[src/rtl/core/cls_pkg.sv]
// Shared types, constants and helper functions of the C line lexical scanner.
package cls_pkg;

    localparam int MAX_LINE_LEN = 1023;
    localparam int POS_CAP      = (MAX_LINE_LEN < 1023) ? MAX_LINE_LEN : 1023;
    localparam int POS_W        = 10;
    localparam int DELTA_W      = 11;
    localparam int DELTA_MAX    = 1023;
    localparam int TAG_LEN      = 7;
    localparam int PROG_W       = 3;

    localparam logic [0:0] KIND_CHAR = 1'b0;
    localparam logic [0:0] KIND_EOL  = 1'b1;

    localparam logic [7:0] CH_HASH   = 8'h23;
    localparam logic [7:0] CH_DQUOTE = 8'h22;
    localparam logic [7:0] CH_SQUOTE = 8'h27;
    localparam logic [7:0] CH_SLASH  = 8'h2F;
    localparam logic [7:0] CH_STAR   = 8'h2A;
    localparam logic [7:0] CH_BSLASH = 8'h5C;
    localparam logic [7:0] CH_LBRACE = 8'h7B;
    localparam logic [7:0] CH_RBRACE = 8'h7D;
    localparam logic [7:0] CH_AT     = 8'h40;
    localparam logic [7:0] CH_SPACE  = 8'h20;

    typedef struct packed {
        logic                      in_block;
        logic                      in_string;
        logic                      in_charlit;
        logic                      escape_pending;
        logic                      slash_pending;
        logic                      star_pending;
        logic                      in_line_comment;
        logic signed [DELTA_W-1:0] running_delta;
        logic                      code_seen;
        logic                      first_nonspace_seen;
        logic                      first_is_hash;
        logic [PROG_W-1:0]         match_progress;
        logic                      tag_seen;
        logic [POS_W-1:0]          tag_position;
        logic [POS_W-1:0]          char_position;
    } line_state_t;

    typedef struct packed {
        logic signed [DELTA_W-1:0] brace_delta;
        logic                      code_line;
        logic                      tag_found;
        logic [POS_W-1:0]          tag_offset;
        logic                      block_open;
    } line_result_t;

    function automatic logic [7:0] tag_char(input logic [PROG_W-1:0] idx);
        logic [7:0] c;
        unique case (idx)
            3'd0:    c = 8'h40; // @
            3'd1:    c = 8'h63; // c
            3'd2:    c = 8'h61; // a
            3'd3:    c = 8'h6D; // m
            3'd4:    c = 8'h65; // e
            3'd5:    c = 8'h72; // r
            3'd6:    c = 8'h61; // a
            default: c = 8'h00;
        endcase
        return c;
    endfunction

    function automatic logic is_space(input logic [7:0] c);
        return (c == CH_SPACE) || (c >= 8'd9 && c <= 8'd13);
    endfunction

endpackage

[src/rtl/core/cls_if.sv]
// Valid/ready channel interfaces for character requests and line results.
interface cls_item_if;
    logic       valid;
    logic       ready;
    logic [0:0] kind;
    logic [7:0] ch;

    modport source (output valid, output kind, output ch, input ready);
    modport sink   (input valid, input kind, input ch, output ready);
endinterface

interface cls_result_if;
    logic                               valid;
    logic                               ready;
    logic signed [cls_pkg::DELTA_W-1:0] brace_delta;
    logic                               code_line;
    logic                               tag_found;
    logic [cls_pkg::POS_W-1:0]          tag_offset;
    logic                               block_open;

    modport source (output valid, output brace_delta, output code_line, output tag_found,
                    output tag_offset, output block_open, input ready);
    modport sink   (input valid, input brace_delta, input code_line, input tag_found,
                    input tag_offset, input block_open, output ready);
endinterface

[src/rtl/core/cls_char_step.sv]
// Next-state logic of the scanner for one character or end-of-line request.
module cls_char_step (
    input  cls_pkg::line_state_t  state,
    input  logic [0:0]            kind,
    input  logic [7:0]            ch,
    output cls_pkg::line_state_t  state_next,
    output cls_pkg::line_result_t result
);

    // Tag matcher: advances on the expected letter, restarts on '@'.
    function automatic cls_pkg::line_state_t match_step(input cls_pkg::line_state_t s,
                                                        input logic [7:0] c);
        cls_pkg::line_state_t r;
        logic [cls_pkg::POS_W:0] pos_inc;
        r = s;
        pos_inc = {1'b0, s.char_position} + {{cls_pkg::POS_W{1'b0}}, 1'b1};
        if (!s.tag_seen) begin
            if (c == cls_pkg::tag_char(s.match_progress)) begin
                if (s.match_progress == cls_pkg::PROG_W'(cls_pkg::TAG_LEN - 1)) begin
                    r.tag_seen = 1'b1;
                    r.match_progress = '0;
                    if (pos_inc > (cls_pkg::POS_W + 1)'(cls_pkg::POS_CAP))
                        r.tag_position = cls_pkg::POS_W'(cls_pkg::POS_CAP);
                    else
                        r.tag_position = pos_inc[cls_pkg::POS_W-1:0];
                end
                else begin
                    r.match_progress = s.match_progress + 1'b1;
                end
            end
            else begin
                r.match_progress = (c == cls_pkg::CH_AT) ? cls_pkg::PROG_W'(1) : '0;
            end
        end
        return r;
    endfunction

    // Ordinary code character: literal openers, braces and code detection.
    function automatic cls_pkg::line_state_t code_step(input cls_pkg::line_state_t s,
                                                       input logic [7:0] c);
        cls_pkg::line_state_t r;
        r = s;
        priority if (c == cls_pkg::CH_SLASH) begin
            r.slash_pending = 1'b1;
        end
        else if (c == cls_pkg::CH_DQUOTE) begin
            r.in_string = 1'b1;
            r.code_seen = 1'b1;
        end
        else if (c == cls_pkg::CH_SQUOTE) begin
            r.in_charlit = 1'b1;
            r.code_seen = 1'b1;
        end
        else begin
            if (c == cls_pkg::CH_LBRACE &&
                s.running_delta < cls_pkg::DELTA_W'(cls_pkg::DELTA_MAX))
                r.running_delta = s.running_delta + 1'b1;
            else if (c == cls_pkg::CH_RBRACE &&
                     s.running_delta > -cls_pkg::DELTA_W'(cls_pkg::DELTA_MAX))
                r.running_delta = s.running_delta - 1'b1;
            if (!cls_pkg::is_space(c))
                r.code_seen = 1'b1;
        end
        return r;
    endfunction

    cls_pkg::line_state_t s1;

    always_comb
    begin
        result.brace_delta = state.running_delta;
        result.code_line   = (state.code_seen || state.slash_pending) &&
                             !(state.first_nonspace_seen && state.first_is_hash);
        result.tag_found   = state.tag_seen;
        result.tag_offset  = state.tag_seen ? state.tag_position : '0;
        result.block_open  = state.in_block;
    end

    always_comb
    begin
        s1 = state;
        if (!state.first_nonspace_seen && !cls_pkg::is_space(ch)) begin
            s1.first_nonspace_seen = 1'b1;
            s1.first_is_hash = (ch == cls_pkg::CH_HASH);
        end

        if (kind == cls_pkg::KIND_EOL) begin
            // Everything but the block comment flag starts over on a new line.
            state_next = '0;
            state_next.in_block = state.in_block;
        end
        else begin
            state_next = s1;
            priority if (s1.in_line_comment) begin
                state_next = match_step(s1, ch);
            end
            else if (s1.in_block) begin
                if (s1.star_pending && ch == cls_pkg::CH_SLASH) begin
                    state_next.in_block = 1'b0;
                    state_next.star_pending = 1'b0;
                    state_next.match_progress = '0;
                end
                else begin
                    state_next = match_step(s1, ch);
                    state_next.star_pending = (ch == cls_pkg::CH_STAR);
                end
            end
            else if (s1.in_string || s1.in_charlit) begin
                priority if (s1.escape_pending) begin
                    state_next.escape_pending = 1'b0;
                end
                else if (ch == cls_pkg::CH_BSLASH) begin
                    state_next.escape_pending = 1'b1;
                end
                else begin
                    if (s1.in_string && ch == cls_pkg::CH_DQUOTE)
                        state_next.in_string = 1'b0;
                    if (s1.in_charlit && ch == cls_pkg::CH_SQUOTE)
                        state_next.in_charlit = 1'b0;
                end
            end
            else if (s1.slash_pending) begin
                state_next.slash_pending = 1'b0;
                priority if (ch == cls_pkg::CH_SLASH) begin
                    state_next.in_line_comment = 1'b1;
                    state_next.match_progress = '0;
                end
                else if (ch == cls_pkg::CH_STAR) begin
                    state_next.in_block = 1'b1;
                    state_next.star_pending = 1'b0;
                    state_next.match_progress = '0;
                end
                else begin
                    // The held slash was a division operator.
                    state_next.code_seen = 1'b1;
                    state_next = code_step(state_next, ch);
                end
            end
            else begin
                state_next = code_step(s1, ch);
            end

            if (state.char_position < cls_pkg::POS_W'(cls_pkg::POS_CAP))
                state_next.char_position = state.char_position + 1'b1;
        end
    end

endmodule

[src/rtl/core/c_line_lexical_scanner.sv]
// An end-of-line request passes from the input register into the result register; it moves on
// once no result is waiting or the waiting one is taken.
// Throughput: one request per cycle; the input stalls only while an end of line sits in
// the input register and the previous result has not been taken yet.
// Reset (rst_n low, asynchronous) clears the line state, the block comment flag
// and both valid flags; the input is ready once reset is released.
module c_line_lexical_scanner (
    input  logic                 clk,
    input  logic                 rst_n,
    cls_item_if.sink             item,
    cls_result_if.source         result
);

    logic                  stage_valid_reg;
    logic [0:0]            stage_kind_reg;
    logic [7:0]            stage_ch_reg;
    cls_pkg::line_state_t  line_reg;
    cls_pkg::line_state_t  line_next;
    cls_pkg::line_result_t line_result;
    cls_pkg::line_result_t result_reg;
    logic                  result_valid_reg;
    logic                  stage_is_eol;
    logic                  stage_advance;

    cls_char_step u_step (
        .state      (line_reg),
        .kind       (stage_kind_reg),
        .ch         (stage_ch_reg),
        .state_next (line_next),
        .result     (line_result)
    );

    assign stage_is_eol  = stage_valid_reg && (stage_kind_reg == cls_pkg::KIND_EOL);
    assign stage_advance = stage_valid_reg &&
                           (!stage_is_eol || !result_valid_reg || result.ready);
    assign item.ready    = !stage_valid_reg || stage_advance;

    always_ff @(posedge clk or negedge rst_n)
    begin
        if (!rst_n) begin
            stage_valid_reg <= 1'b0;
        end
        else if (item.ready) begin
            stage_valid_reg <= item.valid;
        end
    end

    always_ff @(posedge clk)
    begin
        if (item.ready && item.valid) begin
            stage_kind_reg <= item.kind;
            stage_ch_reg   <= item.ch;
        end
    end

    always_ff @(posedge clk or negedge rst_n)
    begin
        if (!rst_n) begin
            line_reg <= '0;
        end
        else if (stage_advance) begin
            line_reg <= line_next;
        end
    end

    always_ff @(posedge clk or negedge rst_n)
    begin
        if (!rst_n) begin
            result_valid_reg <= 1'b0;
        end
        else if (stage_advance && stage_is_eol) begin
            result_valid_reg <= 1'b1;
        end
        else if (result.ready) begin
            result_valid_reg <= 1'b0;
        end
    end

    always_ff @(posedge clk)
    begin
        if (stage_advance && stage_is_eol) begin
            result_reg <= line_result;
        end
    end

    assign result.valid       = result_valid_reg;
    assign result.brace_delta = result_reg.brace_delta;
    assign result.code_line   = result_reg.code_line;
    assign result.tag_found   = result_reg.tag_found;
    assign result.tag_offset  = result_reg.tag_offset;
    assign result.block_open  = result_reg.block_open;

endmodule

[src/flat_wrapper.sv]
// flat-port wrapper written by rule: the top's interface ports become plain ports
module c_line_lexical_scanner_flat 
  (clk, rst_n, item_valid, item_kind, item_ch, item_ready, result_valid, result_brace_delta, result_code_line, result_tag_found, result_tag_offset, result_block_open, result_ready);
  cls_item_if item_i ();
  cls_result_if result_i ();
  input  logic clk;
  input  logic rst_n;
  input wire logic [$bits(item_i.valid)-1:0] item_valid;
  input wire logic [$bits(item_i.kind)-1:0] item_kind;
  input wire logic [$bits(item_i.ch)-1:0] item_ch;
  output wire logic [$bits(item_i.ready)-1:0] item_ready;
  output wire logic [$bits(result_i.valid)-1:0] result_valid;
  output wire logic [$bits(result_i.brace_delta)-1:0] result_brace_delta;
  output wire logic [$bits(result_i.code_line)-1:0] result_code_line;
  output wire logic [$bits(result_i.tag_found)-1:0] result_tag_found;
  output wire logic [$bits(result_i.tag_offset)-1:0] result_tag_offset;
  output wire logic [$bits(result_i.block_open)-1:0] result_block_open;
  input wire logic [$bits(result_i.ready)-1:0] result_ready;
  assign item_i.valid = item_valid;
  assign item_i.kind = item_kind;
  assign item_i.ch = item_ch;
  assign item_ready = item_i.ready;
  assign result_valid = result_i.valid;
  assign result_brace_delta = result_i.brace_delta;
  assign result_code_line = result_i.code_line;
  assign result_tag_found = result_i.tag_found;
  assign result_tag_offset = result_i.tag_offset;
  assign result_block_open = result_i.block_open;
  assign result_i.ready = result_ready;
  c_line_lexical_scanner u_core (.clk(clk), .rst_n(rst_n), .item(item_i), .result(result_i));
endmodule
[config.mk]
export PLATFORM = sky130hd
export DESIGN_NAME = c_line_lexical_scanner_flat
export DESIGN_NICKNAME = d
export VERILOG_FILES = /design/src/rtl/core/cls_pkg.sv /design/src/rtl/core/cls_if.sv /design/src/rtl/core/cls_char_step.sv /design/src/rtl/core/c_line_lexical_scanner.sv /design/src/flat_wrapper.sv
export SDC_FILE = /design/constraint.sdc
export NUM_CORES = 1
export LEC_CHECK = 0
export BUFFER_PORTS_ARGS = -buffer_cell sky130_fd_sc_hd__buf_2
export CORE_MARGIN = 5
export CORE_UTILIZATION = 45
export CTS_BUF_LIST = sky130_fd_sc_hd__clkbuf_4
export CTS_CLUSTER_SIZE = 16
export DETAILED_ROUTE_END_ITERATION = 7
export HOLD_SLACK_MARGIN = 0.15
export MAX_ROUTING_LAYER = met4
export PLACE_DENSITY = 0.61
export SYNTH_ARGS = -nofsm -noshare
export SYNTH_HDL_FRONTEND = slang
export SYNTH_HIERARCHICAL = 1
export SYNTH_SLANG_ARGS = --single-unit
[constraint.sdc]
create_clock -name clk -period 3.4 [get_ports clk]
set_clock_uncertainty 0.2 [all_clocks]
set_input_delay 0.34 -clock clk [delete_from_list [all_inputs] [get_ports clk]]
set_output_delay 0.34 -clock clk [all_outputs]
set_load 0.05 [all_outputs]
==> impl_results.md <==
* Peak VDD IR at 0.140 mV
* Setup TNS Final at 0 ns
* Layout cell share with drive strength beyond 1 at 22.2%
* Area leader, netlist: dfrtp_1
* Starting density of the core at 45.3%
* Post-CTS setup repair buffer count at 0
* Boundary Pins at 39
* Actual slew at the worst max-slew pin at 0.775 ns
* CORE AREA at 13,100 sq um
* CTS H-tree depth at 3
* Vias in the first global route at 4,730
* Antenna Cells at 0
* Tmin final at 2.95 ns
* RSZ-0062 raised after global routing: no
* Antenna violations before repair at 0
* Hold Startpoint: u_core/line_reg[26]$_DFFE_PN0P_
* # fillers at 1,188
* Crit Path Category: flop to flop
* CP Data Required Time at 3.60 ns
* CP Launch Type: flop
* Worst hold path depth at 2
* Multi-input combinational cell area at 3320 sq um
* Hold Path Class: flop to flop
* Max FFs per register at 45
* Final Cycle Share at 86.8%
* Fmax at 339 MHz
* Clock Root Buffer: clkbuf_4
* CTS tree: yes
* FF-to-FF path depth at 7
* CP Max Fanout at 12
* Largest net degree at the start of global routing at 83
* Pwr Density at 332 nW/um^2
* Max-slew headroom at 48.4%
* R2r startpoint: u_core/line_reg[29]$_DFFE_PN0P_
* DP HPWL at 9190 um
* Row count at 42
* GRT Total Usage at 19.3%
* Via-per-instance ratio at 5.94
* Register bit total from synthesis at 80
* Slowest-stage cell, CP: nor4b_1
* Synthesis-to-layout area growth at 7.27%
* Worst Setup End Kind: flop
* Max Slew Vio Count at 0
* Reg area at 2170 sq um
* Post-Syn Area at 5920 sq um
* Number of synthesized flops with an enable pin at 33
* Hold path endpoint: u_core/line_reg[26]$_DFFE_PN0P_
* Full die area at 15,600 sq um
* Grt ovf at 0
* # setup viols final at 0
* Top cell type's share of synthesized area at 19.9%
* Ranking of synthesized cells by area: dfrtp_1 (20%), edfxtp_1 (17%), o211ai_2 (8.5%)
* Chip height at 125 um
* Max Cap Viol at 0
* R2R setup slack at 0.45 ns
* Num CTS Buffers at 9
* Post-synthesis sequential area ratio at 36.6%
* WL/cell at 17.5 um
* Vias post-DR at 4,849
* First-pass GRT wire length at 24,300 um
* Drt first pass iters at 5
* Cell variety after synth at 70
* Antenna-violating nets left at 0
* # clock sinks at 80
* Final net count at 656
* CTS Buffer Depth at 2
* Routed Wire Length at 14,300 um
* Static leakage at 2.44 nW
* Dominant synthesized flop cell: dfrtp_1
* CP Cell Sequence: nor4b_1 -> nand4bb_1 -> a22oi_1 -> o21ai_0 -> a21oi_1 -> nand2_1 -> o211ai_2
* Initial drt markers at 456
* Worst-path clk slew at 0.15 ns
* Mean Syn Cell Area at 9.49 sq um
* Post-Syn Nets at 643
* Status: complete, no violations
* DRC Markers at 0
* Die Wd at 125 um
* Final Hold Fails at 0
* IO Port Bufs at 38
* Critical R2R Capture: u_core/line_reg[28]$_DFFE_PN0P_
* Synthesis warning total at 6
* Post-synthesis cell count at 624
* Ys async rst share at 58.8%
* Finished Cell Area at 6350 sq um
* Max stage delay on crit path at 0.62 ns
* GP Congestion at 1.00
* Worst-Skew Late Latency at 0.47 ns
* Post-place instance area at 6090 sq um
* Worst EP arrival at 3.15 ns
==> how the worst max path moves through the flow <==
stage / to / cells after the start / slack (ns) / from
2_1_floorplan: u_core/line_reg[10]$_DFFE_PN0P_ / 9 / 0.57 / u_core/line_reg[21]$_DFFE_PN0P_
3_3_place_gp: u_core/line_reg[12]$_DFFE_PN0P_ / 9 / 0.60 / u_core/line_reg[22]$_DFFE_PN0P_
3_5_place_dp: u_core/line_reg[17]$_DFFE_PN0P_ / 8 / 0.53 / u_core/stage_ch_reg[6]$_DFFE_PP_
4_1_cts: u_core/line_reg[17]$_DFFE_PN0P_ / 9 / 0.51 / u_core/line_reg[22]$_DFFE_PN0P_
5_1_grt: u_core/line_reg[28]$_DFFE_PN0P_ / 7 / 0.32 / u_core/line_reg[29]$_DFFE_PN0P_
6_report: u_core/line_reg[28]$_DFFE_PN0P_ / 7 / 0.45 / u_core/line_reg[29]$_DFFE_PN0P_
==> routing by layer <==
metal	vias up	part of all wire [%]	global-route usage [%]	wire [um]
met1	2360	47	25.6	6700
li1	2319	-	-	-
met4	0	1.5	6.64	222
met2	150	46	29.7	6640
met3	20	5.4	3.47	776
met5	-	0	-	0
==> power by group <==
part / leakage (nW) / internal (mW) / switching, mW / total (mW)
registers: 0.963 / 1.05 / 0.0570 / 1.11
logic: 1.41 / 0.139 / 0.272 / 0.411
clock network: 0.0704 / 0.224 / 0.368 / 0.591
total: 2.44 / 1.41 / 0.696 / 2.11
==> kinds of logic (layout without fill, tap and decap cells) <==
| family | after synthesis | after routing | synth area share, % |
|---|---|---|---|
| compound gates | 125 | 125 | 18.4 |
| xor+xnor | 8 | 8 | 1.18 |
| fa+ha+maj | 6 | 6 | 1.27 |
| buf+inv | 79 | 96 | 7.48 |
| flops | 80 | 80 | 36.6 |
| mux | 17 | 17 | 3.21 |
| simple gates | 309 | 309 | 31.9 |
==> worst max-delay path: cells and delay by family, from the launching register on <==
kind               cells  cell delay [ns]
and+or+nand+nor        3             1.12
AOI/OAI and AO/OA      4             0.99
DFF                    1             0.56
==> cell type report <==
type | count | share of cell area, %
multi-input combinational | 465 | 52.2
clock inverter | 6 | 1.06
timing repair buffer | 69 | 7.37
tap | 176 | 3.47
sequential | 80 | 34.1
inverter | 12 | 0.709
clock buffer | 9 | 1.06
==> layout by cell type (no fill, tap or decap), types with 7 or more instances in the layout <==
| cell | Yosys | layout |
|---|---|---|
| nor3_1 | 12 | 12 |
| or3_1 | 7 | 7 |
| inv_1 | 12 | 12 |
| nand3_1 | 14 | 14 |
| and2_1 | 13 | 13 |
| edfxtp_1 | 33 | 33 |
| nand2b_1 | 49 | 49 |
| mux2_2 | 15 | 15 |
| nand2_1 | 63 | 63 |
| nor2_1 | 31 | 30 |
| nor2b_1 | 18 | 18 |
| buf_2 | 24 | 38 |
| nand4b_1 | 50 | 50 |
| o211ai_2 | 40 | 40 |
| nand4_1 | 12 | 12 |
| a21oi_1 | 25 | 25 |
| clkbuf_4 | 0 | 9 |
| dlygate4sd3_1 | 0 | 13 |
| o21ai_0 | 10 | 10 |
| dfrtp_1 | 47 | 46 |
| buf_4 | 17 | 17 |
==> cells in the mapped netlist (10+ instances only) <==
| master | number |
|---|---|
| nand2_1 | 63 |
| nand4b_1 | 50 |
| nand2b_1 | 49 |
| dfrtp_1 | 47 |
| o211ai_2 | 40 |
| edfxtp_1 | 33 |
| nor2_1 | 31 |
| a21oi_1 | 25 |
| buf_2 | 24 |
| clkbuf_1 | 19 |
| nor2b_1 | 18 |
| buf_4 | 17 |
| mux2_2 | 15 |
| nand3_1 | 14 |
| and2_1 | 13 |
| inv_1 | 12 |
| nand4_1 | 12 |
| nor3_1 | 12 |
| o21ai_0 | 10 |
==> metrics by stage <==
| stage | power (mW) | setup slack [ns] | std cells | utilization (%) | hold WS [ns] |
|---|---|---|---|---|---|
| floorplan | 1.43 | 0.568 | 624 | - | -0.156 |
| detailed placement | 1.53 | 0.529 | 789 | 46.5 | 0.117 |
| finish | 2.11 | 0.450 | 817 | 48.5 | 0.340 |
| global placement | 1.52 | 0.595 | 789 | 46.5 | 0.126 |
| global route | 2.22 | 0.320 | 817 | 48.5 | 0.335 |
| CTS | 2.14 | 0.509 | 817 | 48.5 | 0.326 |
==> what timing repair did <==
action	CTS	global route
endpoints found under the setup margin	0	0
endpoints found under the hold margin	57	0
resized for setup	0	0
hold buffers	13	0
Power figures use the tool's default switching activity.
